$ cat config.mk
export PLATFORM = sky130hd
export DESIGN_NAME = morse_key_letter_decoder_core
export DESIGN_NICKNAME = d
export VERILOG_FILES = /design/src/sv/mkld_pkg.sv /design/src/sv/mkld_cfg_regs.sv /design/src/sv/mkld_decoder.sv /design/src/sv/morse_key_letter_decoder_core.sv
export SDC_FILE = /design/constraint.sdc
export NUM_CORES = 1
export LEC_CHECK = 0
export BUFFER_PORTS_ARGS = -buffer_cell sky130_fd_sc_hd__buf_2
export CAP_MARGIN = 20
export CELL_PAD_IN_SITES_DETAIL_PLACEMENT = 1
export CELL_PAD_IN_SITES_GLOBAL_PLACEMENT = 2
export CORE_ASPECT_RATIO = 1.1
export CORE_MARGIN = 5
export CORE_UTILIZATION = 30
export CTS_BUF_LIST = sky130_fd_sc_hd__clkbuf_8
export CTS_CLUSTER_SIZE = 12
export DETAILED_ROUTE_END_ITERATION = 6
export GPL_ROUTABILITY_DRIVEN = 0
export PLACE_DENSITY = 0.77
export SLEW_MARGIN = 20
export SYNTH_ARGS = -nofsm -noshare
export SYNTH_HDL_FRONTEND = slang
export SYNTH_SLANG_ARGS = --single-unit
$ cat constraint.sdc
create_clock -name clk_i -period 11.8 [get_ports clk_i]
set_clock_uncertainty 0.15 [all_clocks]
set_input_delay 2.95 -clock clk_i [delete_from_list [all_inputs] [get_ports clk_i]]
set_output_delay 2.95 -clock clk_i [all_outputs]
set_load 0.02 [all_outputs]
$ cat src/sv/mkld_pkg.sv
`timescale 1ns / 1ps
// ----------------------------------------------------------------------------
// mkld_pkg
// Shared constants, types and the A to Z letter table of the morse key
// letter decoder.
// ----------------------------------------------------------------------------
package mkld_pkg;

  // sizing
  localparam int MAX_SYMBOLS = 5;
  localparam int TIMER_BITS  = 16;
  localparam int CFG_W       = 16;
  localparam int SYM_W       = MAX_SYMBOLS;
  localparam int CNT_W       = $clog2(MAX_SYMBOLS + 1);
  localparam int CMP_W       = (TIMER_BITS > CFG_W) ? TIMER_BITS : CFG_W;
  localparam int NUM_LETTERS = 26;

  // output field widths
  localparam int CODE_W    = 5;
  localparam int PATTERN_W = 5;
  localparam int TOTAL_W   = 3;

  localparam logic [CODE_W-1:0] UNKNOWN_CODE = CODE_W'(26);

  // register map
  localparam int ADDR_W = 4;
  typedef enum logic [1:0] {
    REG_DEBOUNCE = 2'd0,
    REG_DOT_MAX  = 2'd1,
    REG_SILENCE  = 2'd2
  } reg_idx_e;

  // reset values of the registers
  localparam logic [CFG_W-1:0] DEBOUNCE_RST = CFG_W'(50);
  localparam logic [CFG_W-1:0] DOT_MAX_RST  = CFG_W'(400);
  localparam logic [CFG_W-1:0] SILENCE_RST  = CFG_W'(1200);

  typedef struct packed {
    logic [CFG_W-1:0] debounce_ticks;
    logic [CFG_W-1:0] dot_max_ticks;
    logic [CFG_W-1:0] silence_ticks;
  } cfg_t;

  typedef struct packed {
    logic [CODE_W-1:0]    letter_code;
    logic [PATTERN_W-1:0] symbol_pattern;
    logic [TOTAL_W-1:0]   symbol_total;
  } result_t;

  // letter table: bit i is symbol i, 1 dash 0 dot
  localparam logic [3:0] LETTER_BITS [NUM_LETTERS] = '{
    4'd2, 4'd1, 4'd5, 4'd1, 4'd0, 4'd4, 4'd3, 4'd0, 4'd0, 4'd14,
    4'd5, 4'd2, 4'd3, 4'd1, 4'd7, 4'd6, 4'd11, 4'd2, 4'd0, 4'd1,
    4'd4, 4'd8, 4'd6, 4'd9, 4'd13, 4'd3
  };
  localparam logic [2:0] LETTER_LEN [NUM_LETTERS] = '{
    3'd2, 3'd4, 3'd4, 3'd3, 3'd1, 3'd4, 3'd3, 3'd4, 3'd2, 3'd4,
    3'd3, 3'd4, 3'd2, 3'd2, 3'd3, 3'd4, 3'd4, 3'd3, 3'd3, 3'd1,
    3'd3, 3'd4, 3'd3, 3'd4, 3'd4, 3'd4
  };

  // parallel match against every table entry
  function automatic logic [CODE_W-1:0] lookup_letter(
    input logic [SYM_W-1:0] bits,
    input logic [CNT_W-1:0] cnt
  );
    logic [CODE_W-1:0] code;
    code = UNKNOWN_CODE;
    for (int k = NUM_LETTERS - 1; k >= 0; k--) begin
      if (bits == SYM_W'(LETTER_BITS[k]) && cnt == CNT_W'(LETTER_LEN[k])) begin
        code = CODE_W'(k);
      end
    end
    return code;
  endfunction

endpackage

$ cat src/sv/mkld_cfg_regs.sv
`timescale 1ns / 1ps
// ----------------------------------------------------------------------------
// mkld_cfg_regs
// APB-style register block holding the debounce, dot and silence limits.
// ----------------------------------------------------------------------------
module mkld_cfg_regs (
  input  logic                       clk_i,
  input  logic                       rst_ni,
  input  logic                       psel,
  input  logic                       penable,
  input  logic                       pwrite,
  input  logic [mkld_pkg::ADDR_W-1:0] paddr,
  input  logic [31:0]                pwdata,
  output logic [31:0]                prdata,
  output logic                       pready,
  output mkld_pkg::cfg_t             cfg_o
);
  import mkld_pkg::*;

  cfg_t     cfg_q;
  reg_idx_e idx;
  logic     wr_en;

  // word index from the byte address
  assign idx   = reg_idx_e'(paddr[3:2]);
  assign pready = 1'b1;
  assign wr_en = psel && penable && pwrite;

  // register write
  always_ff @(posedge clk_i or negedge rst_ni) begin
    if (!rst_ni) begin
      cfg_q.debounce_ticks <= DEBOUNCE_RST;
      cfg_q.dot_max_ticks  <= DOT_MAX_RST;
      cfg_q.silence_ticks  <= SILENCE_RST;
    end else if (wr_en) begin
      unique case (idx)
        REG_DEBOUNCE: cfg_q.debounce_ticks <= pwdata[CFG_W-1:0];
        REG_DOT_MAX:  cfg_q.dot_max_ticks  <= pwdata[CFG_W-1:0];
        REG_SILENCE:  cfg_q.silence_ticks  <= pwdata[CFG_W-1:0];
        default: ;
      endcase
    end
  end

  // read back
  always_comb begin
    unique case (idx)
      REG_DEBOUNCE: prdata = 32'(cfg_q.debounce_ticks);
      REG_DOT_MAX:  prdata = 32'(cfg_q.dot_max_ticks);
      REG_SILENCE:  prdata = 32'(cfg_q.silence_ticks);
      default:      prdata = '0;
    endcase
  end

  assign cfg_o = cfg_q;

endmodule

$ cat src/sv/mkld_decoder.sv
`timescale 1ns / 1ps
// ----------------------------------------------------------------------------
// mkld_decoder
// Per-tick key state: edge handling, press and silence timers, symbol
// buffer and the letter lookup when a letter ends.
// ----------------------------------------------------------------------------
module mkld_decoder (
  input  logic              clk_i,
  input  logic              rst_ni,
  input  logic              step_i,
  input  logic              key_level_i,
  input  mkld_pkg::cfg_t    cfg_i,
  output logic              emit_o,
  output mkld_pkg::result_t result_o
);
  import mkld_pkg::*;

  localparam logic [TIMER_BITS-1:0] TIMER_MAX = '1;
  localparam int SYM_EXT_W = (SYM_W > PATTERN_W) ? SYM_W : PATTERN_W;
  localparam int CNT_EXT_W = (CNT_W > TOTAL_W) ? CNT_W : TOTAL_W;

  logic                  prev_q, prev_d;
  logic [TIMER_BITS-1:0] press_q, press_d, press_adv;
  logic [TIMER_BITS-1:0] sil_q, sil_d, sil_adv;
  logic [SYM_W-1:0]      held_q, held_d;
  logic [CNT_W-1:0]      cnt_q, cnt_d;
  logic [SYM_EXT_W-1:0]  held_ext;
  logic [CNT_EXT_W-1:0]  cnt_ext;

  // saturating timer advance
  assign press_adv = (press_q == TIMER_MAX) ? press_q : press_q + 1'b1;
  assign sil_adv   = (sil_q == TIMER_MAX) ? sil_q : sil_q + 1'b1;

  // edge handling and end of letter
  always_comb begin
    prev_d  = key_level_i;
    press_d = press_adv;
    sil_d   = sil_adv;
    held_d  = held_q;
    cnt_d   = cnt_q;
    emit_o  = 1'b0;
    priority if (prev_q && !key_level_i) begin
      press_d = '0;
    end else if (!prev_q && key_level_i) begin
      if (CMP_W'(press_adv) > CMP_W'(cfg_i.debounce_ticks)) begin
        sil_d = '0;
        if (cnt_q < CNT_W'(MAX_SYMBOLS)) begin
          if (CMP_W'(press_adv) >= CMP_W'(cfg_i.dot_max_ticks)) begin
            held_d = held_q | (SYM_W'(1) << cnt_q);
          end
          cnt_d = cnt_q + 1'b1;
        end
      end
    end else if (key_level_i && cnt_q != '0 &&
                 CMP_W'(sil_adv) > CMP_W'(cfg_i.silence_ticks)) begin
      emit_o = 1'b1;
      held_d = '0;
      cnt_d  = '0;
    end
  end

  // result fields from the held symbols
  assign held_ext = SYM_EXT_W'(held_q);
  assign cnt_ext  = CNT_EXT_W'(cnt_q);
  assign result_o.letter_code    = lookup_letter(held_q, cnt_q);
  assign result_o.symbol_pattern = held_ext[PATTERN_W-1:0];
  assign result_o.symbol_total   = cnt_ext[TOTAL_W-1:0];

  // state update, one tick per step
  always_ff @(posedge clk_i or negedge rst_ni) begin
    if (!rst_ni) begin
      prev_q  <= 1'b1;
      press_q <= '0;
      sil_q   <= '0;
      held_q  <= '0;
      cnt_q   <= '0;
    end else if (step_i) begin
      prev_q  <= prev_d;
      press_q <= press_d;
      sil_q   <= sil_d;
      held_q  <= held_d;
      cnt_q   <= cnt_d;
    end
  end

endmodule

$ cat src/sv/morse_key_letter_decoder_core.sv
`timescale 1ns / 1ps
// ----------------------------------------------------------------------------
// morse_key_letter_decoder_core
// Decodes ticks of a sampled morse key into A to Z letter words.
// ----------------------------------------------------------------------------
//  channel | signals                                   | direction
//  --------+-------------------------------------------+----------
//  tick    | in_valid_i / in_ready_o, key_level_i      | in
//  letter  | out_valid_o / out_ready_i, letter_code_o, | out
//          | symbol_pattern_o, symbol_total_o          |
//  config  | psel, penable, pwrite, paddr, pwdata,     | in / out
//          | prdata, pready                            |
//
// One tick word per cycle while the update stage is not stalled: an input
// register, the state update and lookup, then a result register. A held
// letter stalls the update stage only when the next tick would produce
// another letter; other ticks keep flowing.
// Reset sets the limits to 50, 400 and 1200, clears the timers and symbols and sets the previous key level high.
// ----------------------------------------------------------------------------
module morse_key_letter_decoder_core (
  input  logic                        clk_i,
  input  logic                        rst_ni,
  input  logic                        in_valid_i,
  output logic                        in_ready_o,
  input  logic                        key_level_i,
  output logic                        out_valid_o,
  input  logic                        out_ready_i,
  output logic [mkld_pkg::CODE_W-1:0]    letter_code_o,
  output logic [mkld_pkg::PATTERN_W-1:0] symbol_pattern_o,
  output logic [mkld_pkg::TOTAL_W-1:0]   symbol_total_o,
  input  logic                        psel,
  input  logic                        penable,
  input  logic                        pwrite,
  input  logic [mkld_pkg::ADDR_W-1:0] paddr,
  input  logic [31:0]                 pwdata,
  output logic [31:0]                 prdata,
  output logic                        pready
);
  import mkld_pkg::*;

  cfg_t    cfg;
  result_t dec_res;
  result_t res_q;
  logic    dec_emit;
  logic    tick_vld_q, tick_lvl_q;
  logic    res_vld_q;
  logic    step;

  mkld_cfg_regs u_cfg (
    .clk_i   (clk_i),
    .rst_ni  (rst_ni),
    .psel    (psel),
    .penable (penable),
    .pwrite  (pwrite),
    .paddr   (paddr),
    .pwdata  (pwdata),
    .prdata  (prdata),
    .pready  (pready),
    .cfg_o   (cfg)
  );

  // update stage advances unless a new letter would meet a full result register that is not being read
  assign step       = tick_vld_q && (!dec_emit || !res_vld_q || out_ready_i);
  assign in_ready_o = !tick_vld_q || step;

  mkld_decoder u_dec (
    .clk_i       (clk_i),
    .rst_ni      (rst_ni),
    .step_i      (step),
    .key_level_i (tick_lvl_q),
    .cfg_i       (cfg),
    .emit_o      (dec_emit),
    .result_o    (dec_res)
  );

  // input register
  always_ff @(posedge clk_i or negedge rst_ni) begin
    if (!rst_ni) begin
      tick_vld_q <= 1'b0;
    end else if (in_ready_o) begin
      tick_vld_q <= in_valid_i;
    end
  end

  always_ff @(posedge clk_i) begin
    if (in_valid_i && in_ready_o) begin
      tick_lvl_q <= key_level_i;
    end
  end

  // result register
  always_ff @(posedge clk_i or negedge rst_ni) begin
    if (!rst_ni) begin
      res_vld_q <= 1'b0;
    end else if (step && dec_emit) begin
      res_vld_q <= 1'b1;
    end else if (out_ready_i) begin
      res_vld_q <= 1'b0;
    end
  end

  always_ff @(posedge clk_i) begin
    if (step && dec_emit) begin
      res_q <= dec_res;
    end
  end

  assign out_valid_o      = res_vld_q;
  assign letter_code_o    = res_q.letter_code;
  assign symbol_pattern_o = res_q.symbol_pattern;
  assign symbol_total_o   = res_q.symbol_total;

endmodule
==> impl_metrics.env, run 1 <==
export IMPL_crit_cells=14
export IMPL_die_width_um=157
export IMPL_yosys_warnings=0
export IMPL_area_delta_synth_final_pct=10.1
export IMPL_timing_worst_setup_path_type="flip-flop to output pin"
export IMPL_yosys_most_used_dff="sky130_fd_sc_hd__dfrtp_1"
export IMPL_initial_utilization_pct=30.4
export IMPL_track_usage_pct=16.1
export IMPL_largest_fanout_of_any_net_on_the_critical_path=7
export IMPL_timing_critical_path_slowest_stage_cell="sky130_fd_sc_hd__nor4_1"
export IMPL_worstSetupEndpointType="output pin"
export IMPL_cts_setup_buffers=0
export IMPL_number_of_buffers_added_on_ports=56
export IMPL_async_flop_share_pct=86.7
export IMPL_post_synth_main_area_contributors="sky130_fd_sc_hd__dfrtp_1 (28%), sky130_fd_sc_hd__ha_1 (9.6%), sky130_fd_sc_hd__edfxtp_1 (5.9%)"
export IMPL_core_area_um2=23500
export IMPL_synth_seq_cells=105
export IMPL_critical_path_top_delay_family="simple AND/OR/NAND/NOR gates"
export IMPL_drive_above_1_share_pct=15.6
export IMPL_routed_wl_um=21400
export IMPL_insertedDiodeCount=0
export IMPL_max_clock_path_buffers=2
export IMPL_final_setup_viol_count=0
export IMPL_final_min_period_over_clock_period_pct=66.8
export IMPL_numCtsBuffers=9
export IMPL_grt_pass1_vias=6156
export IMPL_timing_critical_path_required_ns=8.70
export IMPL_cts_tree="done"
export IMPL_die_area_um2=27000
export IMPL_synth_most_common_cell="sky130_fd_sc_hd__nand2_1"
export IMPL_drtIter0Drc=311
export IMPL_finalSetupTns_ns=0
export IMPL_clock_sinks=105
export IMPL_ir_worst_vdd_mv=0.0599
export IMPL_routed_via_density=5.14
export IMPL_timing_hold_worst_class="flip-flop to flip-flop"
export IMPL_worst_skew_pair_late_latency_ns=0.39
export IMPL_synth_area_per_cell_um2=8.87
export IMPL_vias=5919
export IMPL_drv_slew=0
export IMPL_net_total_in_the_final_layout=940
export IMPL_yosysTopAreaCell="sky130_fd_sc_hd__dfrtp_1"
export IMPL_fillCellCount=2764
export IMPL_static_leakage_uw=0.00353
export IMPL_syn_cell_area_um2=7150
export IMPL_post_cts_hold_buffer_count=0
export IMPL_path_buf_inv=3
export IMPL_yosysUniqueCellTypes=68
export IMPL_hold_viol=0
export IMPL_clock_root_buffer="sky130_fd_sc_hd__clkbuf_8"
export IMPL_io_pins=92
export IMPL_holdPathStages=2
export IMPL_cts_htree_levels=3
export IMPL_cts_resized=0
export IMPL_synthDominantCellAreaShare_pct=28.0
export IMPL_pin_count_of_the_biggest_net_entering_global_routing=50
export IMPL_cellPowerDensity_nw_per_um2=145
export IMPL_post_drt_wl_per_cell_um=18.6
export IMPL_post_route_min_period_ns=7.89
export IMPL_slew_limit_headroom_pct=36.6
export IMPL_upper_clock_frequency_limit_ghz=0.127
export IMPL_slew_worst_pin_ns=0.949
export IMPL_crit_path_cell_trace="and4_1, nand2_1, nor4_1, nand3_1, mux2i_1, inv_1, ha_1, nand4_1, nor3_1, o211ai_1, a21o_1, nor3_1, inv_1, buf_2"
export IMPL_die_height_um=172
export IMPL_dp_slack_ns=3.82
export IMPL_ant_nets=0
export IMPL_placementRows=59
export IMPL_post_synth_most_frequent_cells="sky130_fd_sc_hd__nand2_1 (97), sky130_fd_sc_hd__dfrtp_1 (80), sky130_fd_sc_hd__o21ai_0 (77), sky130_fd_sc_hd__inv_1 (69), sky130_fd_sc_hd__ha_1 (55)"
export IMPL_synth_seq_area_share_pct=37.9
export IMPL_dpl_hpwl_um=15800
export IMPL_detail_route_first_pass_iterations=4
export IMPL_grt_setup_unrepaired="false"
export IMPL_overflow=0
export IMPL_postLayoutSetupSlackWorst_ns=3.91
export IMPL_synth_edff_count=14
export IMPL_timing_critical_path_arrival_ns=4.79
export IMPL_path_clk_slew_ns=0.10
export IMPL_antenna_found_initial=0
export IMPL_cp_start_kind="flip-flop"
export IMPL_syn_inst=806
export IMPL_grt_first_pass_wirelength_um=34200
export IMPL_status="finished, final reports clean"
export IMPL_crit_path_max_incr_delay_ns=0.62
export IMPL_cap_violations=0
export IMPL_drt_drc_violations_left=0
export IMPL_worst_reg_to_reg_path_cell_count=13
## report_power, final
part,switching (uW),leakage [uW],internal [uW]
sequential,95.3,0.00125,441
combinational,221,0.00219,149
clock,139,0.0000893,98.0
total,455,0.00353,689
## cell usage in the layout (no fill, tap or decap), types with 15 or more instances in the layout
| cell type | instances |
|---|---|
| sky130_fd_sc_hd__nand2_1 | 97 |
| sky130_fd_sc_hd__dfrtp_1 | 80 |
| sky130_fd_sc_hd__mux2_2 | 26 |
| sky130_fd_sc_hd__mux2i_1 | 18 |
| sky130_fd_sc_hd__conb_1 | 17 |
| sky130_fd_sc_hd__nand4_1 | 16 |
| sky130_fd_sc_hd__nand3_1 | 23 |
| sky130_fd_sc_hd__o21ai_0 | 77 |
| sky130_fd_sc_hd__nor2_1 | 44 |
| sky130_fd_sc_hd__a21oi_1 | 24 |
| sky130_fd_sc_hd__o31ai_1 | 20 |
| sky130_fd_sc_hd__nor3_1 | 15 |
| sky130_fd_sc_hd__inv_1 | 69 |
| sky130_fd_sc_hd__buf_2 | 55 |
| sky130_fd_sc_hd__xnor2_1 | 15 |
| sky130_fd_sc_hd__ha_1 | 55 |
## cells by family (layout without fill, tap and decap cells)
group / after synthesis / after routing / share of synthesized area [%]
fa+ha+maj: 55 / 55 / 9.62
compound gates: 196 / 196 / 17.8
simple gates: 255 / 255 / 17.4
xor+xnor: 22 / 22 / 2.69
mux: 45 / 45 / 6.82
other cells: 2 / 17 / 0.105
buf+inv: 126 / 151 / 7.68
flops: 105 / 105 / 37.9
## tightest hold or removal path: stages, from the launching register on
cell	delay, ns
sky130_fd_sc_hd__dfstp_2	0.38
sky130_fd_sc_hd__inv_1	0.07
sky130_fd_sc_hd__o21ai_0	0.09
## per-layer routing
metal	track usage, %	wire length, um	part of all wire [%]	vias up
met4	4.56	475	2.2	0
met5	0	0	0	-
li1	-	-	-	2901
met1	21.3	9900	46	2919
met2	27.6	10600	49	76
met3	2.15	499	2.3	23
## state kept, by name, indices dropped and copies added, names as in the netlist
name,count
letter_code_o,5
out_valid_o,1
symbol_pattern_o,5
symbol_total_o,3
tick_lvl_q,1
tick_vld_q,1
u_cfg.cfg_o,48
u_dec.cnt_ext,3
u_dec.held_ext,5
u_dec.press_q,16
u_dec.prev_q,1
u_dec.sil_q,16
## final timing paths
kind	startpoint	endpoint	slack, ns
hold reg to reg	u_cfg.cfg_o[36]$_DFFE_PN1P_	u_cfg.cfg_o[36]$_DFFE_PN1P_	0.39
min in group asynchronous	rst_ni	u_cfg.cfg_o[1]$_DFFE_PN0P_	2.38
setup reg to reg	u_dec.sil_q[3]$_DFFE_PN0P_	symbol_pattern_o[0]$_DFFE_PP_	6.66
max in group asynchronous	rst_ni	u_cfg.cfg_o[46]$_DFFE_PN0P_	8.03
hold / removal	u_cfg.cfg_o[36]$_DFFE_PN1P_	u_cfg.cfg_o[36]$_DFFE_PN1P_	0.39
setup / recovery	u_dec.sil_q[3]$_DFFE_PN0P_	in_ready_o	3.91
## per-stage QoR
| step | util [%] | total power, uW | hold slack (ns) | cells | instance area (um2) |
|---|---|---|---|---|---|
| 2_1_floorplan | - | 784 | 0.270 | 821 | 7210 |
| 3_5_place_dp | 32.6 | 918 | 0.378 | 1135 | 7680 |
| 3_3_place_gp | 32.6 | 904 | 0.368 | 1135 | 7680 |
| 6_report | 33.4 | 1140 | 0.394 | 1151 | 7870 |
| 4_1_cts | 33.4 | 1160 | 0.394 | 1151 | 7870 |
| 5_1_grt | 33.4 | 1230 | 0.415 | 1151 | 7870 |
## final cells by class
cell class | instances | area, um2 | area share (%)
multi-input cells | 590 | 3970 | 50.4
flip-flops and latches | 105 | 2710 | 34.4
well taps | 305 | 382 | 4.85
repair buffers | 66 | 358 | 4.55
inverters | 69 | 259 | 3.29
clock buffers | 9 | 124 | 1.57
clock inverters | 7 | 70.1 | 0.890
No activity file was read; power rests on OpenSTA's default activity.
==> run 2: changes to the inputs <==
- PLACE_DENSITY: 0.77 -> 0.8
- clock period: 11.8 -> 6.6 ns (I/O delays scaled with it)
==> run 2 against run 1 <==
  * Sequential power is 78% higher
  * Final cell count grew 0.17%
  * Utilization is 0.15 points higher
  * Critical path depth shrank 2
  * Die area stayed put
  * Clock power is 95% higher
  * Sequential share of layout area down 0.15 points
  * Combinational power is 78% higher
  * Power increased by 82%
  * Critical path type unchanged
  * Critical endpoint unchanged
  * Largest power group unchanged
==> impl_metrics.env, run 2 (synthesis gave the netlist of run 1 again) <==
export IMPL_status="finished, final reports clean"
export IMPL_track_usage_pct=16.3
export IMPL_cts_setup_buffers=0
export IMPL_detail_route_first_pass_iterations=4
export IMPL_ant_nets=0
export IMPL_die_area_um2=27000
export IMPL_cts_tree="done"
export IMPL_final_min_period_over_clock_period_pct=91.8
export IMPL_grt_pass1_vias=6326
export IMPL_cts_htree_levels=3
export IMPL_cp_start_kind="flip-flop"
export IMPL_routed_wl_um=21500
export IMPL_timing_critical_path_arrival_ns=4.26
export IMPL_grt_setup_unrepaired="false"
export IMPL_timing_critical_path_required_ns=4.80
export IMPL_crit_reg2reg_capture="u_dec.sil_q[9]$_DFFE_PN0P_"
export IMPL_post_cts_hold_buffer_count=0
export IMPL_area_delta_synth_final_pct=10.5
export IMPL_pin_count_of_the_biggest_net_entering_global_routing=58
export IMPL_numCtsBuffers=9
export IMPL_grt_first_pass_wirelength_um=34600
export IMPL_clock_sinks=105
export IMPL_post_drt_wl_per_cell_um=18.7
export IMPL_insertedDiodeCount=0
export IMPL_cellPowerDensity_nw_per_um2=263
export IMPL_net_total_in_the_final_layout=942
export IMPL_final_setup_viol_count=0
export IMPL_antenna_found_initial=0
export IMPL_drtIter0Drc=278
export IMPL_worstSetupStartpoint="u_dec.sil_q[3]$_DFFE_PN0P_"
export IMPL_dpl_hpwl_um=16000
export IMPL_holdPathStages=2
export IMPL_cts_resized=0
export IMPL_clock_root_buffer="sky130_fd_sc_hd__clkbuf_8"
export IMPL_finalSetupTns_ns=0
export IMPL_path_clk_slew_ns=0.11
export IMPL_post_route_min_period_ns=6.06
export IMPL_io_pins=92
export IMPL_ir_worst_vdd_mv=0.0951
export IMPL_initial_utilization_pct=30.4
export IMPL_largest_register_ffs=48
export IMPL_finish_utilization_pct=33.6
export IMPL_drv_slew=0
export IMPL_die_width_um=157
export IMPL_worstSetupEndpointType="output pin"
export IMPL_drt_drc_violations_left=0
export IMPL_upper_clock_frequency_limit_ghz=0.165
export IMPL_p_total_uw=2080
export IMPL_regArea_um2=2710
export IMPL_die_height_um=172
export IMPL_number_of_buffers_added_on_ports=56
export IMPL_worst_hold_check_slack_ns=0.382
export IMPL_routed_via_density=5.13
export IMPL_max_clock_path_buffers=2
export IMPL_largest_fanout_of_any_net_on_the_critical_path=7
export IMPL_hold_viol=0
export IMPL_cap_violations=0
export IMPL_core_area_um2=23500
export IMPL_slew_worst_pin_ns=0.923
export IMPL_timing_worst_setup_path_type="flip-flop to output pin"
export IMPL_timing_hold_worst_class="flip-flop to flip-flop"
export IMPL_r2r_slack_ns=1.81
export IMPL_placementRows=59
export IMPL_worst_skew_pair_late_latency_ns=0.40
export IMPL_overflow=0
export IMPL_static_leakage_uw=0.00356
export IMPL_slew_limit_headroom_pct=38.0
export IMPL_cp_endpoint="in_ready_o"
export IMPL_rr_startpoint="u_dec.press_q[0]$_DFFE_PN0P_"
export IMPL_worst_reg_to_reg_path_cell_count=13
export IMPL_vias=5914
export IMPL_most_common_layout_cells="sky130_fd_sc_hd__nand2_1 (97), sky130_fd_sc_hd__dfrtp_1 (80), sky130_fd_sc_hd__o21ai_0 (76), sky130_fd_sc_hd__inv_1 (70)"
export IMPL_fillCellCount=2788
export IMPL_most_common_library_cell_in_the_layout_ignoring_fill_and_taps="sky130_fd_sc_hd__nand2_1"
export IMPL_multiInputGateArea_um2=3970
export IMPL_drive_above_1_share_pct=15.7
==> run 2: changes by cell type in the layout (fill, tap and decap cells not counted) <==
cell                         before  now
sky130_fd_sc_hd__inv_4            0    1
sky130_fd_sc_hd__o21ai_1          1    2
sky130_fd_sc_hd__bufinv_16        1    2
sky130_fd_sc_hd__inv_1           69   70
sky130_fd_sc_hd__clkinv_1         1    0
sky130_fd_sc_hd__nor2b_1         10   11
sky130_fd_sc_hd__nor2b_2          1    0
sky130_fd_sc_hd__clkinv_4         0    1
sky130_fd_sc_hd__o21ai_0         77   76
sky130_fd_sc_hd__clkinvlp_4       3    0
sky130_fd_sc_hd__buf_4           11   13
==> run 2: per-stage QoR <==
stage	setup WS, ns	cells	instance area [um2]
3_3_place_gp	0.994	1137	7690
5_1_grt	0.233	1153	7910
2_1_floorplan	1.67	821	7210
3_5_place_dp	0.953	1137	7690
4_1_cts	0.524	1153	7910
6_report	0.544	1153	7910
==> run 2: cell type report <==
cell class	count	share of cell area, %
clock inverter	7	1.17
clock buffer	9	1.57
sequential	105	34.3
tap	305	4.83
inverter	69	3.28
multi-input combinational	590	50.2
timing repair buffer	68	4.72
==> run 2: report_power, final <==
part | leakage, uW | total (uW) | switching, uW | internal, uW
clock | 0.000115 | 463 | 248 | 214
sequential | 0.00125 | 957 | 168 | 789
combinational | 0.00220 | 660 | 392 | 268
total | 0.00356 | 2080 | 808 | 1270
==> run 2: worst min path at each step <==
stage	from	slack (ns)	endpoint
floorplan	u_dec.cnt_ext[2]$_DFFE_PN0P_	0.27	symbol_total_o[2]$_DFFE_PP_
global placement	u_cfg.cfg_o[33]$_DFFE_PN1P_	0.36	u_cfg.cfg_o[33]$_DFFE_PN1P_
detailed placement	u_cfg.cfg_o[33]$_DFFE_PN1P_	0.37	u_cfg.cfg_o[33]$_DFFE_PN1P_
CTS	u_cfg.cfg_o[33]$_DFFE_PN1P_	0.39	u_cfg.cfg_o[33]$_DFFE_PN1P_
global route	u_cfg.cfg_o[7]$_DFFE_PN1P_	0.41	u_cfg.cfg_o[7]$_DFFE_PN1P_
finish	u_cfg.cfg_o[33]$_DFFE_PN1P_	0.38	u_cfg.cfg_o[33]$_DFFE_PN1P_
==> run 2: worst max-delay path, stage by stage (launching register included) <==
cell and delay (ns):
sky130_fd_sc_hd__dfrtp_1 0.48, sky130_fd_sc_hd__and4_1 0.29, sky130_fd_sc_hd__nand4_1 0.25, sky130_fd_sc_hd__nor4_1 0.40, sky130_fd_sc_hd__mux2_2 0.40, sky130_fd_sc_hd__ha_1 0.33
sky130_fd_sc_hd__nand4_1 0.16, sky130_fd_sc_hd__nor3_1 0.34, sky130_fd_sc_hd__o211ai_1 0.25, sky130_fd_sc_hd__a21o_1 0.29, sky130_fd_sc_hd__nor3_1 0.41, sky130_fd_sc_hd__inv_1 0.10
sky130_fd_sc_hd__buf_2 0.18
==> run 2: layer usage <==
layer,wire length [um],vias to the layer above,global-route usage [%]
met5,0,-,0
met4,285,0,3.97
met3,606,20,2.38
met2,11000,76,29.2
met1,9640,2918,20.6
li1,-,2900,-
==> run 3: changes to the inputs <==
- ABC_AREA: default -> 1
- BUFFER_PORTS_ARGS: -buffer_cell sky130_fd_sc_hd__buf_2 -> -buffer_cell sky130_fd_sc_hd__buf_4
- PLACE_DENSITY: 0.8 -> 0.83
==> run 3 against run 2 <==
  * Register-to-register slack worse by 0.12 ns
  * Die area down 2.6%
  * Sequential share of layout area up 0.33 points
  * Area after synthesis down 2.8%
  * Critical endpoint unchanged
  * Final cell count up 9.2%
  * First-iteration DRC count down 4.0%
  * Highest routed layer unchanged
==> impl_metrics.env, run 3 <==
export IMPL_status="finished, final reports clean"
export IMPL_insertedDiodeCount=0
export IMPL_async_flop_share_pct=86.7
export IMPL_cts_htree_levels=3
export IMPL_vias=6000
export IMPL_cellPowerDensity_nw_per_um2=264
export IMPL_placementRows=58
export IMPL_timing_critical_path_arrival_ns=3.70
export IMPL_pin_count_of_the_biggest_net_entering_global_routing=47
export IMPL_grt_pass1_vias=6239
export IMPL_r2r_slack_ns=1.69
export IMPL_hold_end="u_cfg.cfg_o[19]$_DFFE_PN0P_"
export IMPL_static_leakage_uw=0.00402
export IMPL_worst_skew_pair_late_latency_ns=0.40
export IMPL_drv_slew=0
export IMPL_crit_reg2reg_capture="symbol_total_o[0]$_DFFE_PP_"
export IMPL_track_usage_pct=15.0
export IMPL_die_height_um=170
export IMPL_net_total_in_the_final_layout=1053
export IMPL_ant_nets=0
export IMPL_syn_inst=906
export IMPL_post_synth_most_frequent_cells="sky130_fd_sc_hd__nand2_1 (210), sky130_fd_sc_hd__inv_1 (169), sky130_fd_sc_hd__dfrtp_1 (80), sky130_fd_sc_hd__o21ai_0 (79), sky130_fd_sc_hd__ha_1 (55)"
export IMPL_most_common_library_cell_in_the_layout_ignoring_fill_and_taps="sky130_fd_sc_hd__nand2_1"
export IMPL_core_area_um2=22900
export IMPL_worst_reg_to_reg_path_cell_count=20
export IMPL_holdPathStages=2
export IMPL_slew_limit_headroom_pct=36.2
export IMPL_yosysTopAreaCell="sky130_fd_sc_hd__dfrtp_1"
export IMPL_crit_path_cell_trace="ha_1, nand2_1, inv_2, nand2_2, nor3_2, nand3_2, inv_2, nand4_4, nand2_1, xor2_1, inv_1, ha_1, nand2_1, nor3_1, nand2_1, nand2_1, nand2_1, inv_1, nand3_1, buf_4"
export IMPL_timing_critical_path_required_ns=4.80
export IMPL_number_of_buffers_added_on_ports=56
export IMPL_yosys_warnings=0
export IMPL_die_width_um=155
export IMPL_post_synth_main_area_contributors="sky130_fd_sc_hd__dfrtp_1 (29%), sky130_fd_sc_hd__nand2_1 (11%), sky130_fd_sc_hd__ha_1 (9.9%)"
export IMPL_io_pins=92
export IMPL_synth_seq_cells=105
export IMPL_cap_violations=0
export IMPL_grt_first_pass_wirelength_um=32100
export IMPL_cp_start_kind="flip-flop"
export IMPL_rr_startpoint="u_dec.sil_q[0]$_DFFE_PN0P_"
export IMPL_clock_sinks=105
export IMPL_synth_seq_area_share_pct=39.0
export IMPL_synth_edff_count=14
export IMPL_die_area_um2=26300
export IMPL_worstHoldStart="u_cfg.cfg_o[19]$_DFFE_PN0P_"
export IMPL_syn_cell_area_um2=6950
export IMPL_routed_via_density=4.77
export IMPL_most_common_layout_cells="sky130_fd_sc_hd__nand2_1 (209), sky130_fd_sc_hd__inv_1 (170), sky130_fd_sc_hd__dfrtp_1 (80), sky130_fd_sc_hd__o21ai_0 (79), sky130_fd_sc_hd__buf_4 (58)"
export IMPL_upper_clock_frequency_limit_ghz=0.182
export IMPL_timing_worst_setup_path_type="flip-flop to output pin"
export IMPL_finalInstanceArea_um2=7830
export IMPL_path_common_cell="sky130_fd_sc_hd__nand2_1"
export IMPL_max_clock_path_buffers=2
export IMPL_dpl_hpwl_um=14900
export IMPL_grt_setup_unrepaired="false"
export IMPL_post_route_min_period_ns=5.50
export IMPL_drtIter0Drc=267
export IMPL_final_setup_viol_count=0
export IMPL_initial_utilization_pct=30.4
export IMPL_slew_worst_pin_ns=0.955
export IMPL_timing_critical_path_slowest_stage_cell="sky130_fd_sc_hd__dfrtp_1"
export IMPL_post_cts_hold_buffer_count=0
export IMPL_synthDominantCellAreaShare_pct=28.8
export IMPL_yosysUniqueCellTypes=46
export IMPL_yosys_most_used_dff="sky130_fd_sc_hd__dfrtp_1"
export IMPL_timing_hold_worst_class="flip-flop to flip-flop"
export IMPL_antenna_found_initial=0
export IMPL_worstSetupEndpointType="output pin"
export IMPL_final_min_period_over_clock_period_pct=83.4
export IMPL_cts_resized=0
export IMPL_routed_wl_um=19400
export IMPL_detail_route_first_pass_iterations=4
export IMPL_placedInstanceArea_um2=7600
export IMPL_numCtsBuffers=9
export IMPL_ir_worst_vdd_mv=0.132
export IMPL_cts_setup_buffers=0
export IMPL_overflow=0
export IMPL_cts_tree="done"
export IMPL_synth_area_per_cell_um2=7.67
export IMPL_crit_path_max_incr_delay_ns=0.45
export IMPL_post_drt_wl_per_cell_um=15.4
export IMPL_drive_above_1_share_pct=12.0
export IMPL_finalSetupTns_ns=0
export IMPL_drt_drc_violations_left=0
export IMPL_largest_register_ffs=48
export IMPL_synth_most_common_cell="sky130_fd_sc_hd__nand2_1"
export IMPL_largest_fanout_of_any_net_on_the_critical_path=7
export IMPL_path_clk_slew_ns=0.11
export IMPL_clock_root_buffer="sky130_fd_sc_hd__clkbuf_8"
export IMPL_area_delta_synth_final_pct=12.6
export IMPL_hold_viol=0
run 3: cell types whose count changed after synthesis, sizes merged, moves of 15 or more:
cell    delta
nand2    +116
inv      +107
o31ai     -20
mux2i     -18
clkbuf    -21
o22ai     +21
xnor2     -15
mux2      -27
run 3: per-stage QoR:
| stage | hold WS (ns) | worst slack, ns | std cells | utilization (%) | total power, uW |
|---|---|---|---|---|---|
| after floorplan | 0.270 | 2.23 | 921 | - | 1410 |
| after global placement | 0.316 | 1.54 | 1242 | 33.2 | 1630 |
| after detailed placement | 0.323 | 1.50 | 1242 | 33.2 | 1650 |
| after CTS | 0.351 | 0.991 | 1258 | 34.1 | 2100 |
| after global routing | 0.369 | 0.680 | 1259 | 34.3 | 2250 |
| final | 0.350 | 1.10 | 1259 | 34.3 | 2070 |
run 3: worst max-delay path by stage:
stage                                     startpoint    endpoint  slack, ns
after floorplan           u_dec.sil_q[0]$_DFFE_PN0P_  in_ready_o       2.23
after global placement    u_dec.sil_q[0]$_DFFE_PN0P_  in_ready_o       1.54
after detailed placement  u_dec.sil_q[0]$_DFFE_PN0P_  in_ready_o       1.50
after CTS                 u_dec.sil_q[0]$_DFFE_PN0P_  in_ready_o       0.99
after global routing      u_dec.sil_q[0]$_DFFE_PN0P_  in_ready_o       0.68
final                     u_dec.sil_q[0]$_DFFE_PN0P_  in_ready_o       1.10
run 3: cells by family after synthesis:
family | share of synthesized area (%)
buf+inv | 12.7
flops | 39.0
fa+ha+maj | 9.90
xor+xnor | 1.89
simple gates | 22.2
other cells | 0.108
compound gates | 14.2
run 3: layout make-up:
class / instances / area [um2]
Fill cell: 2835 / 15000
Clock inverter: 7 / 77.6
Timing Repair Buffer: 59 / 463
Sequential cell: 105 / 2710
Clock buffer: 9 / 124
Tap cell: 300 / 375
Inverter: 176 / 661
Multi-Input combinational cell: 603 / 3420
run 3: report_power, final:
group | internal, uW | leakage, uW | switching (uW)
clock | 180 | 0.0000996 | 261
sequential | 782 | 0.00130 | 99.2
combinational | 270 | 0.00263 | 475
total | 1230 | 0.00402 | 835
run 3: critical path, delay by kind of cell, from the launching register on:
kind                     cells  cell delay (ns)
AND/OR/NAND/NOR             12             1.61
buffers and inverters        5             0.55
adder cells (fa/ha/maj)      2             0.48
flip-flops                   1             0.45
XOR/XNOR                     1             0.24
run 3: layer usage:
layer,GRT usage (%),wire length (um),vias up
met3,2.22,603,14
met1,20.0,9070,2896
met5,0,0,-
li1,-,-,3019
met2,25.9,9460,71
met4,3.49,214,0
